File: src/design/fdl_pkg.sv
// Shared types, constants and saturation helpers for the fractional delay line.
// No dependencies; imported by fdl_seq and fractional_delay_line.
`default_nettype none

package fdl_pkg;

    localparam int MAX_DELAY      = 8192;
    localparam int SAMPLE_BITS    = 24;
    localparam int COEF_BITS      = 32;
    localparam int COEF_FRAC_BITS = 30;
    localparam int ACC_FRAC       = 14;
    localparam int ACC_BITS       = 48;

    localparam int ADDR_BITS  = $clog2(MAX_DELAY);
    localparam int LEN_BITS   = 14;
    localparam int PROD_BITS  = COEF_BITS + SAMPLE_BITS;
    localparam int TERM_SHIFT = COEF_FRAC_BITS - ACC_FRAC;
    localparam int TERM_BITS  = PROD_BITS - TERM_SHIFT;
    localparam int TSUM_BITS  = TERM_BITS + 1;
    localparam int YW_BITS    = ACC_BITS + 1 - ACC_FRAC;
    localparam int ROUND_HALF = 1 << (ACC_FRAC - 1);

    // configuration register indexes
    localparam int CFG_IDX_BITS = 3;
    localparam logic [CFG_IDX_BITS-1:0] REG_DELAY_LENGTH   = 3'd0;
    localparam logic [CFG_IDX_BITS-1:0] REG_ALLPASS_ENABLE = 3'd1;
    localparam logic [CFG_IDX_BITS-1:0] REG_COEF_B0        = 3'd2;
    localparam logic [CFG_IDX_BITS-1:0] REG_COEF_B1        = 3'd3;
    localparam logic [CFG_IDX_BITS-1:0] REG_COEF_B2        = 3'd4;
    localparam logic [CFG_IDX_BITS-1:0] REG_COEF_A1        = 3'd5;
    localparam logic [CFG_IDX_BITS-1:0] REG_COEF_A2        = 3'd6;

    typedef logic [2:0] t_pc;

    typedef enum logic [2:0] {
        ALU_NOP,
        ALU_LOAD,   // fetch delayed sample into the filter input
        ALU_ACC,    // b0*x + first, saturated
        ALU_YO,     // round and saturate the output; latch b1*x
        ALU_T2,     // latch b2*x
        ALU_T1SUB,  // subtract a1*y
        ALU_FIN,    // state update, filtered sample out
        ALU_PASS    // unfiltered sample out
    } t_alu;

    typedef enum logic [2:0] {
        C_B0,
        C_B1,
        C_B2,
        C_A1,
        C_A2
    } t_coef;

    typedef enum logic {
        D_XIN,
        D_YO
    } t_dsel;

    typedef enum logic [1:0] {
        J_NEXT,
        J_BYPASS,  // jump when the filter is off
        J_END      // last step, waits for a free output register
    } t_jmp;

    typedef struct packed {
        t_alu  alu;
        logic  mul_en;
        t_coef coef;
        t_dsel dsel;
        t_jmp  jmp;
        t_pc   target;
    } t_uword;

    typedef struct packed {
        logic start;
        logic bypass;
        logic out_free;
    } t_stat;

    typedef struct packed {
        logic   busy;
        t_uword uw;
    } t_ctrl;

    localparam t_uword UW_IDLE = '{alu: ALU_NOP, mul_en: 1'b0, coef: C_B0, dsel: D_XIN,
                                   jmp: J_NEXT, target: '0};

    function automatic logic signed [ACC_BITS-1:0] f_sat_acc(input logic signed [ACC_BITS:0] v);
        if (v[ACC_BITS] != v[ACC_BITS-1]) begin
            return v[ACC_BITS] ? {1'b1, {(ACC_BITS-1){1'b0}}} : {1'b0, {(ACC_BITS-1){1'b1}}};
        end
        return v[ACC_BITS-1:0];
    endfunction

    function automatic logic signed [SAMPLE_BITS-1:0] f_sat_sample(
        input logic signed [YW_BITS-1:0] v
    );
        if ((&v[YW_BITS-1:SAMPLE_BITS-1]) || !(|v[YW_BITS-1:SAMPLE_BITS-1])) begin
            return v[SAMPLE_BITS-1:0];
        end
        return v[YW_BITS-1] ? {1'b1, {(SAMPLE_BITS-1){1'b0}}} :
                              {1'b0, {(SAMPLE_BITS-1){1'b1}}};
    endfunction

endpackage

`default_nettype wire

File: src/design/fdl_seq.sv
// Microcode sequencer: step counter, control store and jump logic.
// Depends on fdl_pkg.
`default_nettype none

module fdl_seq (
    input  wire logic          i_clk,
    input  wire logic          i_rst_n,
    input  wire fdl_pkg::t_stat i_stat,
    output fdl_pkg::t_ctrl     o_ctrl
);
    import fdl_pkg::*;

    logic   r_busy;
    t_pc    r_pc;
    t_uword w_uw;
    logic   w_fire;

    function automatic t_uword f_rom(input t_pc pc);
        t_uword uw;
        uw = UW_IDLE;
        case (pc)
            3'd0: begin
                uw.alu = ALU_LOAD; uw.jmp = J_BYPASS; uw.target = 3'd7;
            end
            3'd1: begin
                uw.mul_en = 1'b1; uw.coef = C_B0; uw.dsel = D_XIN;
            end
            3'd2: begin
                uw.alu = ALU_ACC; uw.mul_en = 1'b1; uw.coef = C_B1; uw.dsel = D_XIN;
            end
            3'd3: begin
                uw.alu = ALU_YO; uw.mul_en = 1'b1; uw.coef = C_B2; uw.dsel = D_XIN;
            end
            3'd4: begin
                uw.alu = ALU_T2; uw.mul_en = 1'b1; uw.coef = C_A1; uw.dsel = D_YO;
            end
            3'd5: begin
                uw.alu = ALU_T1SUB; uw.mul_en = 1'b1; uw.coef = C_A2; uw.dsel = D_YO;
            end
            3'd6: begin
                uw.alu = ALU_FIN; uw.jmp = J_END;
            end
            3'd7: begin
                uw.alu = ALU_PASS; uw.jmp = J_END;
            end
            default: begin
                uw = UW_IDLE;
            end
        endcase
        return uw;
    endfunction

    always_comb begin
        w_uw   = f_rom(r_pc);
        w_fire = r_busy && !(w_uw.jmp == J_END && !i_stat.out_free);
        o_ctrl.busy = r_busy;
        o_ctrl.uw   = w_fire ? w_uw : UW_IDLE;
    end

    always_ff @(posedge i_clk) begin
        if (!i_rst_n) begin
            r_busy <= 1'b0;
            r_pc   <= '0;
        end else if (!r_busy) begin
            if (i_stat.start) begin
                r_busy <= 1'b1;
                r_pc   <= '0;
            end
        end else if (w_fire) begin
            case (w_uw.jmp)
                J_END:    r_busy <= 1'b0;
                J_BYPASS: r_pc <= i_stat.bypass ? w_uw.target : r_pc + 3'd1;
                default:  r_pc <= r_pc + 3'd1;
            endcase
        end
    end

endmodule

`default_nettype wire

File: config.mk
export PLATFORM = sky130hd
export DESIGN_NAME = fdl_seq
export DESIGN_NICKNAME = d
export VERILOG_FILES = /design/src/design/fdl_pkg.sv /design/src/design/fdl_seq.sv
export SDC_FILE = /design/constraint.sdc
export NUM_CORES = 1
export LEC_CHECK = 0
export ABC_AREA = 0
export BUFFER_PORTS_ARGS = -buffer_cell sky130_fd_sc_hd__buf_2
export CAP_MARGIN = 20
export CORE_AREA = 2 2 39 41
export CTS_CLUSTER_SIZE = 20
export DETAILED_ROUTE_END_ITERATION = 10
export DIE_AREA = 0 0 41 43
export GPL_TIMING_DRIVEN = 0
export REMOVE_ABC_BUFFERS = 1
export SYNTH_ARGS = -nofsm -noshare
export SYNTH_HDL_FRONTEND = slang
export SYNTH_SLANG_ARGS = --single-unit
File: constraint.sdc
create_clock -name i_clk -period 4.1 [get_ports i_clk]
set_input_delay 0.205 -clock i_clk [delete_from_list [all_inputs] [get_ports i_clk]]
set_output_delay 0.205 -clock i_clk [all_outputs]
set_load 0.005 [all_outputs]
==> Yosys cells after proc, flatten, opt, wreduce, memory -nomap -nowiden <==
Cells that the tools add are included.
{ "classes": {"addsub": 1, "eq_ne": 11, "n_mux": 14, "n_reduce_logical": 8} }
{ "ops": {"columns": ["cell", "count"], "rows": [
  ["5-bit one-hot mux with 5 select lines", 1],
  ["3-bit one-hot mux with 7 select lines", 1],
  ["3-bit two-way mux", 5],
  ["13-bit two-way mux", 1],
  ["3-bit == test (second input constant)", 4],
  ["3-bit by 2-bit == test with 1-bit output (second input constant)", 2],
  ["3-bit one-hot mux with 2 select lines", 1],
  ["1-bit two-way mux", 4],
  ["2-bit one-hot mux with 2 select lines", 1],
  ["3-bit by 1-bit adder with 3-bit output (second input constant)", 1],
  ["3-bit by 1-bit == test with 1-bit output (second input constant)", 1],
  ["3-bit logical NOT", 1],
  ["3-bit AND reduction", 1],
  ["2-bit by 1-bit == test with 1-bit output (second input constant)", 1],
  ["2-bit == test (second input constant)", 1],
  ["1-bit logical AND", 2],
  ["1-bit logical NOT", 2],
  ["2-bit by 1-bit != test with 1-bit output (second input constant)", 1],
  ["2-bit != test (second input constant)", 1],
  ["2-bit nonzero test", 1],
  ["2-bit OR reduction", 1]
]} }
{ "word_totals": {"regBits": 4, "in_bits": 5, "out_inout_bits": 14, "wordCells": 36} }

==> Longest topological paths before layout <==
Gate-level depths: netlist of run 1.
{ "logic_depth": {"word_depth": 9, "mapped_depth": 5, "ltp_nobuf": 5} }

==> Worst setup path before layout of run 1 <==
OpenSTA, ideal clock, no wires.
{ "synth_path": {"path_kind": "reg2out", "from": "reg r_pc[0]", "to": "out o_ctrl[10] (netlist bit)", "t_arrival_ns": 1.631, "required_time_ns": 3.895, "slack_ns": 2.264, "stages_incl_launch_ff": 6, "n_path_buf": 0, "cell_sequence": "dfxtp_1 ha_1 ha_1 or4_1 a311oi_1 nor3_1"} }
{ "synth_rtl": {"columns": ["element", "line_no", "source"], "rows": [
  ["start, declared", "fdl_seq.sv:14", "t_pc r_pc;"],
  ["start signal, assigned", "fdl_seq.sv:72", "J_BYPASS: r_pc <= i_stat.bypass ? w_uw.target : r_pc + 3'd1;"],
  ["start signal, assigned", "fdl_seq.sv:73", "default: r_pc <= r_pc + 3'd1;"],
  ["end, declared", "fdl_seq.sv:9", "output fdl_pkg::t_ctrl o_ctrl"]
]} }

==> results by group, run 1 <==
CTS
  • Worst skew pair latency: roughly 0.23 ns
  • Post-CTS setup buffers: 0
  • Clock sink count: 4
  • Clk slew on worst S/H paths: 0.03 ns
  • Root buffer cell: clkbuf_4
  • Cts hold-fix bufs: 0
  • CTS max path bufs: 2
  • CTS tree: yes
  • # resized after CTS: 0
  • H-tree Lvls: 1
  • CTS buffer count: 3

Die
  • Initial Util: about 33%
  • Die W: 41 microns
  • Die Y-Extent: 43 microns
  • Die ar.: 0.00176 sq mm
  • Core ar.: 0.00138 sq mm
  • Ports: 19
  • Num rows: 14

Detailed routing
  • Max Used Layer: met3
  • DRT iter0 DRCs: 0
  • Routed via count: 458
  • DR WL/cell: roughly 11 microns
  • Met1 WL: 475 microns
  • Routed met2 length: 469 microns
  • Total wire length: 973 microns
  • DR pass1 iterations: 1
  • Antenna viol nets, final: 0
  • Vias per cell: approximately 5.0
  • DRC: 0
  • Met3 Wirelength: 28 microns

Synthesis
  • Leading cell type by number of instances after synthesis: nor3_1
  • Synth top cells by count: nor3_1 (7), ha_1 (6), nand2_1 (5)
  • Post-synth ARST share: 0%
  • Post-synthesis compound-gate area fraction: 26.0%
  • Combinational family with the most area after synthesis: simple AND/OR/NAND/NOR gates
  • Area share of the largest cell type after synthesis: 17.7%
  • Mapped Area: roughly 450 sq um
  • Area contributors post-synth: dfxtp_1 (18%), ha_1 (17%), nor3_1 (7.8%), a32o_1 (6.6%), buf_4 (6.6%)
  • Adder-Cell Fraction of Synth Area: 16.6%
  • Yosys Warn Count: 0
  • Synth Area in Simple Gates: 28.8%
  • Ys flop type: dfxtp_1
  • Leading area contributor after synthesis: dfxtp_1
  • Synth cell types: 24
  • Post-synthesis sequential area ratio: between 10% and 20%
  • Xor and xnor area share after synthesis: 0%
  • Syn Inst Count: slightly below 60
  • Number of register bits inferred by synthesis: 4
  • Syn avg cell area: 7.79 sq um
  • Number of synthesized flops with an enable pin: 0
  • Mux share of post-synthesis cell area: 0%

Placed design
  • Placer Congestion: 0.656
  • Post-DP HPWL: 750 microns
  • Post-DP Area: roughly 530 sq um
  • PortBufs: 18
  • Setup WS pre-CTS: a little over 2 ns
  • Dpl cells: 88

STA
  • Worst setup margin: 1.79 ns
  • Max Fclk: 432 MHz
  • Final hold vios: 0
  • Min Tclk post-route: around 2.3 ns
  • # setup viols final: 0
  • Setup TNS: 0 ns
  • RSZ-0062 raised after global routing: false
  • Fin crit share: 56.5%
  • Worst slew margin: 73.7%
  • Slew Limit Fails: 0
  • Worst Max-Slew Pin Slew: 0.392 ns
  • Hold slack: 0.252 ns
  • Worst Skew: 0.00110 ns

Power
  • VDD IR max: 0.167 mV
  • Final Power: 0.154 mW
  • Pwr/cell area: 277 mW/mm^2
  • Leakage: between 0.2 and 0.3 nW

Global routing
  • Global-route wire length before repair: 1570 microns
  • Antenna violations before repair: 0
  • Gr usage total: about an eighth
  • Total gr overflow: 0
  • Vias in the first global route: 380
  • Largest net degree at the start of global routing: 13

Setup path
  • Worst Path Required: 3.89 ns
  • Largest fanout on the critical path: 7
  • Reg-to-reg setup timing slack: 2.32 ns
  • CP Capture Type: output pin
  • Most used cell, CP: ha_1
  • Slowest-stage cell, CP: or4_1
  • Crit Path Category: flop to output pin
  • CP arrival: around 2.1 ns
  • Longest individual stage delay on the worst path: 0.51 ns
  • Crit-path cells: ha_1, ha_1, or4_1, a311oi_1, nor3_1, buf_2
  • Critical Path Source Type: flop

Flow run
  • Max Cap Viol: 0

Final layout
  • Area Overhead vs Synth: 22.7%
  • Finished Layout Cells: 91
  • Post-layout util: roughly two fifths
  • Fraction of layout cells with a size suffix above 1: 29.3%
  • Final Cell Area: ~550 sq um
  • # diodes: 0
  • Final net count: 88

Worst hold path
  • Hold Path Class: input port to flop

Status
  • Status: finished clean
## critical path: cells and delay by family (launching register included)
family,cells,cell delay (ns)
flops,1,0.35
simple gates,2,0.58
compound gates,1,0.28
buf+inv,1,0.14
fa+ha+maj,2,0.52
## state kept, by name (all words and copies together) (netlist names)
signal and cells:
r_busy 1, r_pc 3
## final timing paths
path	start	endpoint	depth (start not counted)
worst max-delay path	r_pc[0]	o_ctrl[10]	6
worst min register to register	r_pc[1]	r_pc[1]	1
worst max register to register	r_pc[0]	r_pc[2]	5
worst min-delay path	i_rst_n	r_busy	2
## power by group
group	total, mW	internal (mW)	leakage [nW]	switching [mW]
Combinational	0.0577	0.0278	0.209	0.0300
Sequential	0.0498	0.0431	0.0330	0.00671
Clock	0.0461	0.0326	0.0138	0.0136
## cell type report
cell class,instances,area (sq um)
inverter,5,18.8
fill,151,830
timing repair buffer,18,90.1
multi-input combinational,45,323
tap,16,20.0
sequential,4,80.1
clock buffer,3,22.5
## kinds of logic (layout without fill, tap and decap cells)
family	count (synthesis)	after routing
AND/OR/NAND/NOR	24	24
AO/OA/AOI/OAI	15	15
buffers and inverters	9	26
adder cells (fa/ha/maj)	6	6
flip-flops	4	4
## per-layer routing
metal,up-vias,GRT usage (%)
li1,249,-
met1,200,18.8
met2,9,16.6
met3,0,3.14
met4,0,8.00
met5,-,0
## placed cells by master, fill, tap and decap left out, types with 3 or more instances in the layout
cell / count
nor3_1: 7
ha_1: 6
inv_1: 4
a311oi_1: 3
dfxtp_1: 4
clkbuf_4: 3
nand2_1: 5
buf_2: 18
a32o_1: 3
No activity file was read; power rests on OpenSTA's default activity.
==> inputs of run 2 (changes only) <==
==> constraint.sdc (replaced) <==
create_clock -name i_clk -period 2.2 [get_ports i_clk]
set_input_delay 0.11 -clock i_clk [delete_from_list [all_inputs] [get_ports i_clk]]
set_output_delay 0.11 -clock i_clk [all_outputs]
set_load 0.005 [all_outputs]
==> run 2 against run 1 <==
Compared with the run above:
- routed wire length rose by 3.2%
- clock power increased by 87%
- worst hold slack got worse by 0.096 ns
- non-clock buffer count stayed put
- global-route usage is 0.10 points lower
- critical path depth unchanged
- worst setup slack worse by 1.7 ns
- register-to-register slack lost 1.8 ns
- via count rose by 1.5%
- critical path type unchanged
- highest routed layer unchanged
==> results by group, run 2 (synthesized netlist as in run 1, its figures left out) <==
Setup path
  • CP Capture Type: output pin
  • Worst Path Required: 2.09 ns (-1.80 ns)
  • Critical Path Source Type: flop
  • CP arrival: 1.97 ns (-0.14 ns)
  • Reg2Reg Depth: 4 (-1)
  • Crit Path Category: flop to output pin
  • Reg-to-reg setup timing slack: 0.54 ns (-1.78 ns)
  • CP Launch Point: r_pc[0]
  • RR Endpoint: r_pc[2]
  • RR Startpoint: r_pc[2]
  • Largest fanout on the critical path: 7 (unchanged)

Final layout
  • Post-layout util: 41.9% (+1.8 points)
  • Final net count: 88 (unchanged)
  • Most frequent cells in the layout: buf_2 (18), nor3_1 (7), nand2_1 (5)
  • Area Overhead vs Synth: 28.3%
  • Max reg flops: 3 (unchanged)
  • Largest Register: r_pc
  • Fraction of layout cells with a size suffix above 1: 36.0% (+6.7 points)
  • Largest regs: r_pc x3, r_busy x1
  • Commonest non-fill, non-tap cell in the layout: buf_2
  • # diodes: 0 (unchanged)

STA
  • Worst Skew: 0.00110 ns (unchanged)
  • Min Tclk post-route: 2.08 ns
  • RSZ-0062 raised after global routing: false
  • Fin crit share: between 90% and 100%
  • Final hold vios: 0 (unchanged)
  • Slew Limit Fails: 0 (unchanged)
  • Max Fclk: 481 MHz
  • Worst slew margin: 68.7% (-5.0 points)
  • # setup viols final: 0 (unchanged)
  • Setup TNS: 0 ns (unchanged)
  • Worst Max-Slew Pin Slew: 0.469 ns (+0.0765 ns)

Global routing
  • Gr usage total: 12.9% (-0.10 points)
  • Largest net degree at the start of global routing: 13 (unchanged)
  • Vias in the first global route: 384 (+1.1%)
  • Total gr overflow: 0 (unchanged)
  • Global-route wire length before repair: 1560 microns (-0.89%)
  • Antenna violations before repair: 0 (unchanged)

CTS
  • CTS buffer count: 3 (unchanged)
  • Worst skew pair latency: 0.23 ns (about the same)
  • CTS max path bufs: 2 (unchanged)
  • CTS tree: yes
  • Root buffer cell: clkbuf_4
  • Clk slew on worst S/H paths: 0.03 ns (about the same)
  • Post-CTS setup buffers: 0 (unchanged)
  • Clock sink count: 4 (unchanged)
  • H-tree Lvls: 1 (unchanged)
  • Cts hold-fix bufs: 0 (unchanged)

Status
  • Status: finished clean

Worst hold path
  • Hold endpoint: r_busy
  • Hold depth: 2 (unchanged)
  • Hold Path Origin: i_rst_n
  • Hold Path Class: input port to flop

Power
  • Pwr/cell area: 508 mW/mm^2 (+83%)
  • VDD IR max: 0.313 mV (+87%)
  • Leakage: 0.251 nW (-1.8%)

Flow run
  • Max Cap Viol: 0 (unchanged)

Detailed routing
  • Total wire length: 1000 microns (+3.2%)
  • DRC: 0 (unchanged)
  • Routed via count: 465 (+1.5%)
  • DR WL/cell: 11.0 microns (+3.2%)
  • DRT iter0 DRCs: 1 (+1)
  • Antenna viol nets, final: 0 (unchanged)
  • Vias per cell: 5.11 (+1.5%)
  • DR pass1 iterations: 2 (+1)

Placed design
  • Placer Congestion: 0.656 (unchanged)
  • Post-DP HPWL: 750 microns (unchanged)
  • PortBufs: 18 (unchanged)

Die
  • Core ar.: 0.00138 sq mm (unchanged)
  • Initial Util: 32.6% (unchanged)
  • Die Y-Extent: 43 microns (unchanged)
  • Ports: 19 (unchanged)
  • Num rows: 14 (unchanged)
  • Die ar.: 0.00176 sq mm (unchanged)
  • Die W: 41 microns (unchanged)
==> run 2: cell count changes in the layout (fill, tap and decap cells not counted) <==
| cell | delta |
|---|---|
| a311oi_2 | +1 |
| ha_1 | -3 |
| dfxtp_1 | -1 |
| ha_2 | +2 |
| dfxtp_2 | +1 |
| a311oi_1 | -1 |
| ha_4 | +1 |
==> run 2: layout make-up <==
class	instances	area [sq um]
clock buffer	3	22.5
sequential	4	81.3
timing repair buffer	18	90.1
multi-input combinational	45	347
fill	151	805
inverter	5	18.8
tap	16	20.0
==> run 2: per-stage QoR <==
stage / hold slack [ns] / power [mW] / setup WS (ns) / cell area [sq um] / instances
2_1_floorplan: 0.238 / 0.163 / 0.459 / 422 / 54
3_3_place_gp: 0.391 / 0.200 / 0.246 / 532 / 88
3_5_place_dp: 0.393 / 0.202 / 0.229 / 532 / 88
4_1_cts: 0.147 / 0.294 / 0.0325 / 557 / 91
5_1_grt: 0.157 / 0.322 / 0.0403 / 579 / 91
6_report: 0.157 / 0.294 / 0.121 / 579 / 91
==> run 2: worst max-delay path by stage <==
stage	endpoint	slack, ns
6_report	o_ctrl[10]	0.12
5_1_grt	o_ctrl[10]	0.04
2_1_floorplan	o_ctrl[10]	0.46
3_3_place_gp	o_ctrl[10]	0.25
3_5_place_dp	o_ctrl[10]	0.23
4_1_cts	o_ctrl[10]	0.03
==> run 2: metal layers <==
metal  track usage (%)  part of all wire (%)
met1              18.1                    49
met2              16.9                    48
met3              3.14                   2.8
met4              8.00                     0
met5                 0                     0
==> run 2: report_power, final <==
| part | internal [mW] | switching (mW) | total (mW) |
|---|---|---|---|
| registers | 0.0809 | 0.0141 | 0.0950 |
| clock network | 0.0607 | 0.0253 | 0.0860 |
| logic | 0.0549 | 0.0581 | 0.113 |
| total | 0.196 | 0.0975 | 0.294 |
==> run 2: what timing repair did <==
item | 4_1_cts | 5_1_grt
endpoints found under the setup margin | 1 | 1
gates resized for setup | 1 | 5
gates cloned | 0 | 0
==> run 2: critical path, cell delays in order (launching register included) <==
cell,delay (ns)
dfxtp_2,0.34
ha_2,0.22
ha_4,0.18
or4_1,0.51
a311oi_2,0.28
nor3_1,0.07
buf_2,0.14
==> inputs of run 3 (changes only) <==
--- a/config.mk
+++ b/config.mk
@@ -13,6 +13,7 @@
 export DETAILED_ROUTE_END_ITERATION = 10
 export DIE_AREA = 0 0 41 43
 export GPL_TIMING_DRIVEN = 0
+export PLACE_DENSITY = 0.63
 export REMOVE_ABC_BUFFERS = 1
 export SYNTH_ARGS = -nofsm -noshare
 export SYNTH_HDL_FRONTEND = slang
==> run 3 against run 2 <==
Compared with the run above:
- count of clock-buffer cells in the layout did not move
- first-iteration DRC count rose to 8.0 times the previous value
- flip-flop and latch count did not move
- largest power group unchanged
- worst hold slack improved by 0.0053 ns
- non-clock buffer count did not move
==> results by group, run 3 (synthesized netlist as in run 1, its figures left out) <==
STA
  • Hold slack: 0.162 ns (+0.00533 ns)
  • Worst Max-Slew Pin Slew: 0.470 ns (+0.000950 ns)
  • Worst slew margin: 68.5% (-0.23 points)
  • Setup TNS: 0 ns (unchanged)
  • Worst Skew: 0.000145 ns (-0.000953 ns)
  • Worst setup margin: 0.152 ns (+0.0304 ns)
  • Slew Limit Fails: 0 (unchanged)
  • RSZ-0062 raised after global routing: false
  • Fin crit share: 93.1% (-1.4 points)
  • Final hold vios: 0 (unchanged)
  • Max Fclk: 488 MHz (+1.5%)
  • Min Tclk post-route: 2.05 ns (-0.0304 ns)
  • # setup viols final: 0 (unchanged)

Power
  • Pwr/cell area: 517 mW/mm^2 (+1.8%)
  • VDD IR max: 0.268 mV (-14%)
  • Leakage: 0.251 nW (+0.30%)

Die
  • Core ar.: 0.00138 sq mm (unchanged)
  • Die W: 41 microns (unchanged)
  • Initial Util: 32.6% (unchanged)
  • Die Y-Extent: 43 microns (unchanged)
  • Die ar.: 0.00176 sq mm (unchanged)
  • Num rows: 14 (unchanged)
  • Ports: 19 (unchanged)

Setup path
  • WP buf/inv: 1 (unchanged)
  • Critical Path Source Type: flop
  • Worst Path Required: 2.09 ns (about the same)
  • Crit Path Category: flop to output pin
  • Critical Path Stages: 6 (unchanged)
  • CP Capture Type: output pin
  • Reg2Reg Depth: 4 (unchanged)
  • Most used cell, CP: ha_2
  • Slowest-stage cell, CP: or4_1
  • Crit-path cells: ha_2, ha_2, or4_1, a311oi_2, nor3_1, buf_2
  • CP arrival: 1.94 ns (-0.03 ns)
  • Largest fanout on the critical path: 7 (unchanged)
  • Longest individual stage delay on the worst path: 0.52 ns (about the same)
  • CP delay by family, top: simple AND/OR/NAND/NOR gates

CTS
  • CTS max path bufs: 2 (unchanged)
  • Post-CTS setup buffers: 0 (unchanged)
  • Root buffer cell: clkbuf_4
  • CTS tree: yes
  • CTS buffer count: 3 (unchanged)
  • Clk slew on worst S/H paths: 0.03 ns (about the same)
  • Worst skew pair latency: 0.23 ns (about the same)
  • H-tree Lvls: 1 (unchanged)
  • Cts hold-fix bufs: 0 (unchanged)
  • Clock sink count: 4 (unchanged)

Final layout
  • Largest regs: r_pc x3, r_busy x1
  • Commonest non-fill, non-tap cell in the layout: buf_2
  • Fraction of layout cells with a size suffix above 1: 34.7% (-1.3 points)
  • # diodes: 0 (unchanged)
  • Most frequent cells in the layout: buf_2 (18), nor3_1 (7), nand2_1 (5)
  • Largest Register: r_pc
  • Max reg flops: 3 (unchanged)
  • Final Cell Area: 567 sq um (-2.2%)
  • Final net count: 88 (unchanged)
  • Area Overhead vs Synth: 25.5%

Placed design
  • Post-DP Area: 532 sq um (unchanged)
  • PortBufs: 18 (unchanged)
  • Placer Congestion: 0.720 (+9.8%)
  • Setup WS pre-CTS: 0.215 ns (-0.0145 ns)
  • Post-DP HPWL: 791 microns (+5.4%)

Worst hold path
  • Hold Path Class: input port to flop
  • Hold depth: 2 (unchanged)

Detailed routing
  • Antenna viol nets, final: 0 (unchanged)
  • Total wire length: 990 microns (-1.4%)
  • Routed via count: 460 (-1.1%)
  • Vias per cell: 5.05 (-1.1%)
  • DRC: 0 (unchanged)
  • DRT iter0 DRCs: 8 (+7)
  • DR WL/cell: 10.9 microns (-1.4%)
  • DR pass1 iterations: 4 (+2)

Global routing
  • Antenna violations before repair: 0 (unchanged)
  • Largest net degree at the start of global routing: 13 (unchanged)
  • Total gr overflow: 0 (unchanged)
  • Global-route wire length before repair: 1560 microns (unchanged)
  • Vias in the first global route: 371 (-3.4%)
  • Gr usage total: 12.4% (-0.49 points)

Status
  • Status: finished clean

Flow run
  • Max Cap Viol: 0 (unchanged)
[run 3: per-layer routing]
metal,vias up,wire (microns),GRT usage [%]
met5,-,0,0
met4,0,0,6.00
met3,0,33,0
met2,10,493,18.1
met1,201,463,18.2
li1,249,-,-
[run 3: per-stage QoR]
stage / cells / power (mW) / utilization, %
after floorplan: 54 / 0.163 / -
after global placement: 88 / 0.200 / 38.4
after detailed placement: 88 / 0.203 / 38.4
after CTS: 91 / 0.296 / 40.2
after global routing: 91 / 0.319 / 41.0
final: 91 / 0.293 / 41.0
[run 3: layout make-up]
class,instances,area [sq um]
flip-flops and latches,4,81.3
repair buffers,18,90.1
inverters,5,18.8
multi-input cells,45,334
well taps,16,20.0
clock buffers,3,22.5
fillers,147,817
[run 3: worst paths after layout]
| kind | from | endpoint | slack, ns |
|---|---|---|---|
| setup / recovery | r_pc[0] | o_ctrl[10] | 0.15 |
| hold / removal | i_rst_n | r_busy | 0.16 |
| setup reg to reg | r_pc[2] | r_pc[1] | 0.45 |
| hold reg to reg | r_pc[0] | r_pc[0] | 0.54 |
[run 3: timing repair]
action,4_1_cts,5_1_grt
endpoints found under the hold margin,0,0
gates cloned,0,0
resized for setup,1,3
setup endpoints to repair,1,1
pin swaps,0,1
[run 3: where the power goes]
group / internal (mW) / total (mW) / switching, mW
registers: 0.0808 / 0.0939 / 0.0130
clock network: 0.0608 / 0.0869 / 0.0261
logic: 0.0539 / 0.112 / 0.0581
total: 0.196 / 0.293 / 0.0973
